$ cat config.mk
export PLATFORM = sky130hd
export DESIGN_NAME = tpq_delta
export DESIGN_NICKNAME = d
export VERILOG_FILES = /design/src/sv/tpq_pkg.sv /design/src/sv/tpq_delta.sv
export SDC_FILE = /design/constraint.sdc
export NUM_CORES = 1
export LEC_CHECK = 0
export BUFFER_PORTS_ARGS = -buffer_cell sky130_fd_sc_hd__clkbuf_2
export CAP_MARGIN = 20
export CORE_MARGIN = 2
export CORE_UTILIZATION = 50
export CTS_CLUSTER_DIAMETER = 150
export DETAILED_ROUTE_END_ITERATION = 16
export PLACE_DENSITY = 0.76
export SYNTH_ARGS = -nofsm -noshare
export SYNTH_HDL_FRONTEND = slang
export SYNTH_SLANG_ARGS = --single-unit
export TNS_END_PERCENT = 10
$ cat constraint.sdc
create_clock -name clk -period 8 [get_ports clk]
set_input_delay 0.4 -clock clk [delete_from_list [all_inputs] [get_ports clk]]
set_output_delay 0.4 -clock clk [all_outputs]
set_load 0.01 [all_outputs]
$ cat src/sv/tpq_pkg.sv
`timescale 1ns / 1ps
`default_nettype none

package tpq_pkg;

  // coordinate differences formed in the first stage
  localparam int NUM_DIFF = 16;

  typedef enum logic [3:0] {
    DIF_BAX,  // b - a
    DIF_BAY,
    DIF_CAX,  // c - a
    DIF_CAY,
    DIF_QX,   // p - a
    DIF_QY,
    DIF_CBX,  // c - b
    DIF_CBY,
    DIF_PBX,  // p - b
    DIF_PBY,
    DIF_ADX,  // a - p
    DIF_ADY,
    DIF_BDX,  // b - p
    DIF_BDY,
    DIF_CDX,  // c - p
    DIF_CDY
  } tpq_diff_idx_t;

  // number of incircle determinant terms (one per vertex lift)
  localparam int NUM_TERM = 3;

  typedef struct packed {
    logic in_tri;
    logic orient_pos;
    logic degen;
  } tpq_flags_t;

  typedef struct packed {
    logic inside_triangle;
    logic inside_circle;
    logic degenerate;
  } tpq_result_t;

endpackage

`default_nettype wire

$ cat src/sv/tpq_delta.sv
`timescale 1ns / 1ps
`default_nettype none

module tpq_delta
  import tpq_pkg::*;
#(
  parameter int COORD_WIDTH = 16
) (
  input  wire logic                          clk,
  input  wire logic                          rst_n,
  input  wire logic                          in_valid,
  output logic                               in_ready,
  input  wire logic signed [COORD_WIDTH-1:0] a_x,
  input  wire logic signed [COORD_WIDTH-1:0] a_y,
  input  wire logic signed [COORD_WIDTH-1:0] b_x,
  input  wire logic signed [COORD_WIDTH-1:0] b_y,
  input  wire logic signed [COORD_WIDTH-1:0] c_x,
  input  wire logic signed [COORD_WIDTH-1:0] c_y,
  input  wire logic signed [COORD_WIDTH-1:0] p_x,
  input  wire logic signed [COORD_WIDTH-1:0] p_y,
  output logic                               out_valid,
  input  wire logic                          out_ready,
  output logic signed [COORD_WIDTH:0]        diff_o [NUM_DIFF]
);

  localparam int DW = COORD_WIDTH + 1;

  logic                 vld_r;
  logic signed [DW-1:0] diff_nxt [NUM_DIFF];
  logic signed [DW-1:0] diff_r   [NUM_DIFF];

  always_comb begin
    diff_nxt[DIF_BAX] = DW'(b_x) - DW'(a_x);
    diff_nxt[DIF_BAY] = DW'(b_y) - DW'(a_y);
    diff_nxt[DIF_CAX] = DW'(c_x) - DW'(a_x);
    diff_nxt[DIF_CAY] = DW'(c_y) - DW'(a_y);
    diff_nxt[DIF_QX]  = DW'(p_x) - DW'(a_x);
    diff_nxt[DIF_QY]  = DW'(p_y) - DW'(a_y);
    diff_nxt[DIF_CBX] = DW'(c_x) - DW'(b_x);
    diff_nxt[DIF_CBY] = DW'(c_y) - DW'(b_y);
    diff_nxt[DIF_PBX] = DW'(p_x) - DW'(b_x);
    diff_nxt[DIF_PBY] = DW'(p_y) - DW'(b_y);
    diff_nxt[DIF_ADX] = DW'(a_x) - DW'(p_x);
    diff_nxt[DIF_ADY] = DW'(a_y) - DW'(p_y);
    diff_nxt[DIF_BDX] = DW'(b_x) - DW'(p_x);
    diff_nxt[DIF_BDY] = DW'(b_y) - DW'(p_y);
    diff_nxt[DIF_CDX] = DW'(c_x) - DW'(p_x);
    diff_nxt[DIF_CDY] = DW'(c_y) - DW'(p_y);
  end

  assign in_ready  = !vld_r || out_ready;
  assign out_valid = vld_r;
  assign diff_o    = diff_r;

  always_ff @(posedge clk) begin
    if (!rst_n) begin
      vld_r <= 1'b0;
    end else if (in_ready) begin
      vld_r <= in_valid;
    end
  end

  always_ff @(posedge clk) begin
    if (in_ready) begin
      diff_r <= diff_nxt;
    end
  end

endmodule

`default_nettype wire

# Word level (Yosys, flattened, before mapping)
# Cells that the tools add are included.
# word_totals
elab_cells	35
register_bits	273
output_inout_bits	274
input_bits	132
# classes
add_sub_neg	16
n_reduce_logical	2
# ops
op	n
16-bit by 16-bit subtractor with 17-bit output	16
1-bit zero test	1
1-bit logical OR	1

# Logic depth before layout (Yosys ltp)
# logic_depth
depth_word	2
depth_mapped	10
ltp_nobuf	9

# Least setup slack after synthesis
# No wires, ideal clock.
# synth_path
kind	input port to flip-flop
from	input out_ready
to	register vld_r (netlist: out_valid)
path_buffers	0
path_slack_ps	75
setup_time_ps	441
arrival_time_ps	7484
stages	2
cell_sequence	nand2b_1 > a21boi_0
# synth_via
elab_chain_len	1
# synth_lines
item	line_no	text
from (decl)	tpq_delta.sv:22	input wire logic out_ready,
1-bit logical OR	tpq_delta.sv:51	assign in_ready = !vld_r || out_ready;
to (signal assigned)	tpq_delta.sv:59	vld_r <= in_valid;
to (decl)	tpq_delta.sv:28	logic vld_r;
# Every way passes these cells.
# A chain may end at the register's enable or synchronous reset.

==> results_dict.tcl <==
set metrics [dict create \
    slew_headroom_pct 25.9 \
    die_area_um2 43600 \
    grt_pass1_vias 18100 \
    drt_iter0_drc 1596 \
    post-cts-setup-buffers 0 \
    finalClockSkew_ns 0.00929 \
    numCtsBuffers 30 \
    crit_required_ns 8.31 \
    min_from "rst_n" \
    rows 75 \
    io_buffers 405 \
    drc_errors 0 \
    ctsRootBufferMaster "clkbuf_16" \
    synth_seq_cells 269 \
    area_growth_pct 16.9 \
    period_needed_ns 2.55 \
    clock.fmax_ghz 0.392 \
    io_pins 406 \
    worst_pin_slew_ns 1.11 \
    syn_area_um2 21000 \
    crit_top_cell "o21ai_0" \
    yosysMostFrequentCell "edfxtp_1" \
    vias 18500 \
    synth_nets 2533 \
    cts-htree-levels 1 \
    clk_latency_ns 0.59 \
    cpPeakStageDelay_ns 0.47 \
    p_leak_nw 11.2 \
    grt_overflow 0 \
    synth-main-ff-cell "edfxtp_1" \
    syn_inst 2129 \
    hp-class "in -> reg" \
    rr_worst_depth 2 \
    design_area_um2 24500 \
    crit_slowest_cell "a21boi_0" \
    wire_per_inst_um 23.2 \
    clock_sinks 269 \
    yosysWarnings 0 \
    place_inst 3006 \
    critical_path.max_fanout 3 \
    post-route-period-util_pct 31.9 \
    synth_top_area_share_pct 38.4 \
    antenna_found_initial 4 \
    slew_viol_final 0 \
    grt_usage_pct 31.6 \
    die_h_um 209 \
    place_area_um2 23400 \
    start_util_pct 50.3 \
    grt_max_degree 168 \
    final_nets 2903 \
    end_kind "flip-flop" \
    viasPerCell 6.04 \
    cp.arrival_ns 2.86 \
    routed_wl_mm 71.1 \
    crit_chain "clkbuf_2 -> inv_1 -> ha_1 -> fa_1 -> nor2b_1 -> o21ai_1 -> a21boi_0 -> o21ai_0 -> o21ai_0 -> o22ai_1" \
    synth_edf_count 268 \
    core-area_um2 41700 \
    grt_pass1_wl_mm 105 \
    dp_hpwl_mm 57.6 \
    yosys-top-cells-count "edfxtp_1, ha_1, inv_1" \
    drt_first_pass_iters 5 \
    power.density_nw_per_um2 214 \
    worst_hold_path.endpoint "out_valid$_SDFFE_PN0P_" \
    worstReg2RegEnd "diff_o[159]$_DFFE_PP_" \
    yosysSeqAreaShare_pct 38.5 \
    synthArstFlopShare_pct 0 \
    cap_violations 0 \
    cts_tree "done" \
    rsz0062_at_grt "false" \
    holdBufCountCts 0 \
    crit_type "in -> reg" \
    avgSynthCellArea_um2 9.84 \
    multi_input_area_um2 11900 \
    path_clk_slew_ns 0.06 \
    hold_depth 2 \
    drive_above_1_share_pct 19.0 \
    fillers 3601 \
    start_kind "primary input" \
    finalNonFillerCells 3066 \
    register_area_um2 8070 \
    synth_cell_type_count 75 \
    finalSetupTns_ns 0 \
    synth_top_area_cell "edfxtp_1" \
    r2r_start "out_valid$_SDFFE_PN0P_" \
    r2r_slack_ns 5.87 \
    finalHoldViolations 0 \
    globalplace.congestion 0.970 \
    synth.area.top_cells "edfxtp_1, ha_1, xnor2_1" \
    status "completed" \
    die_width_um 209 \
    ir_drop_mv 0.145 \
    cts.path.max_buffers 3 \
    final_antenna_net_count 0 \
    setup_viol 0 \
    cts_resized 0 \
]
## final cells by class
class,instances,share of cell area (%)
Antenna cell,4,0.0409
Clock buffer,39,3.41
Clock inverter,17,0.976
Inverter,181,2.77
Multi-Input combinational cell,1610,48.7
Sequential cell,269,32.9
Tap cell,539,2.75
Timing Repair Buffer,407,8.39
## sequential cells by signal, indices dropped and copies added (netlist names)
signal,cells
out_valid,1
diff_o,268
## layer usage
layer  part of all wire [%]  GRT usage (%)  vias to the layer above  wire (um)
met5                      0              0                        -          0
met3                    7.9           5.08                      136       5630
met4                    4.1           12.6                        0       2890
met2                     48           54.2                      859      33900
met1                     40           40.0                     8953      28700
li1                       -              -                     8582          -
## worst max-delay path, delay by kind of cell
family                     cells  cell delay [ns]
AOI/OAI and AO/OA              5             1.44
and+or+nand+nor                1             0.13
buffers and inverters          2             0.19
adders and majority gates      2             0.68
## worst max path at each step
stage          startpoint                      to  slack [ns]  cells after the start
6_report           b_y[0]    diff_o[50]$_DFFE_PP_        5.45                     10
5_1_grt            c_y[0]    diff_o[14]$_DFFE_PP_        5.33                     10
4_1_cts            c_y[0]    diff_o[14]$_DFFE_PP_        5.53                      9
3_5_place_dp       c_y[0]    diff_o[14]$_DFFE_PP_        4.92                      9
3_3_place_gp       b_y[1]   diff_o[151]$_DFFE_PP_        4.97                      9
2_1_floorplan   out_ready  out_valid$_SDFFE_PN0P_        0.08                      2
## logic make-up after synthesis
kind of cell	share of synthesized area, %
AOI/OAI and AO/OA	20.6
xor gates and xnor gates	6.69
adders and majority gates	16.8
buffers and inverters	4.61
DFF	38.5
muxes	0.728
and+or+nand+nor	12.0
## stage by stage
stage / total power [mW] / utilization, % / hold WS, ns / setup slack (ns)
after floorplan: 3.04 / - / 0.539 / 0.0752
after global placement: 3.69 / 56.2 / 0.626 / 4.97
after detailed placement: 3.71 / 56.2 / 0.643 / 4.92
after CTS: 5.25 / 58.8 / 0.0246 / 5.53
after global routing: 5.47 / 58.8 / 0.0300 / 5.33
final: 5.24 / 58.8 / 0.0507 / 5.45
## placed cells by master (no fill, tap or decap), types with 62 or more instances in the layout
cell	count
xnor2_1	114
a21o_1	72
clkbuf_2	405
nor2b_1	62
nand2_1	107
nor2_1	148
inv_1	181
a21oi_1	175
edfxtp_1	268
ha_1	256
o21ai_0	128
## power by group
| part | total, mW | leakage, nW | switching, mW | internal, mW |
|---|---|---|---|---|
| combinational | 1.69 | 7.90 | 1.04 | 0.643 |
| sequential | 2.03 | 2.79 | 0.117 | 1.91 |
| clock | 1.53 | 0.519 | 0.602 | 0.925 |
| total | 5.24 | 11.2 | 1.76 | 3.48 |
No activity file was read; power rests on OpenSTA's default activity.
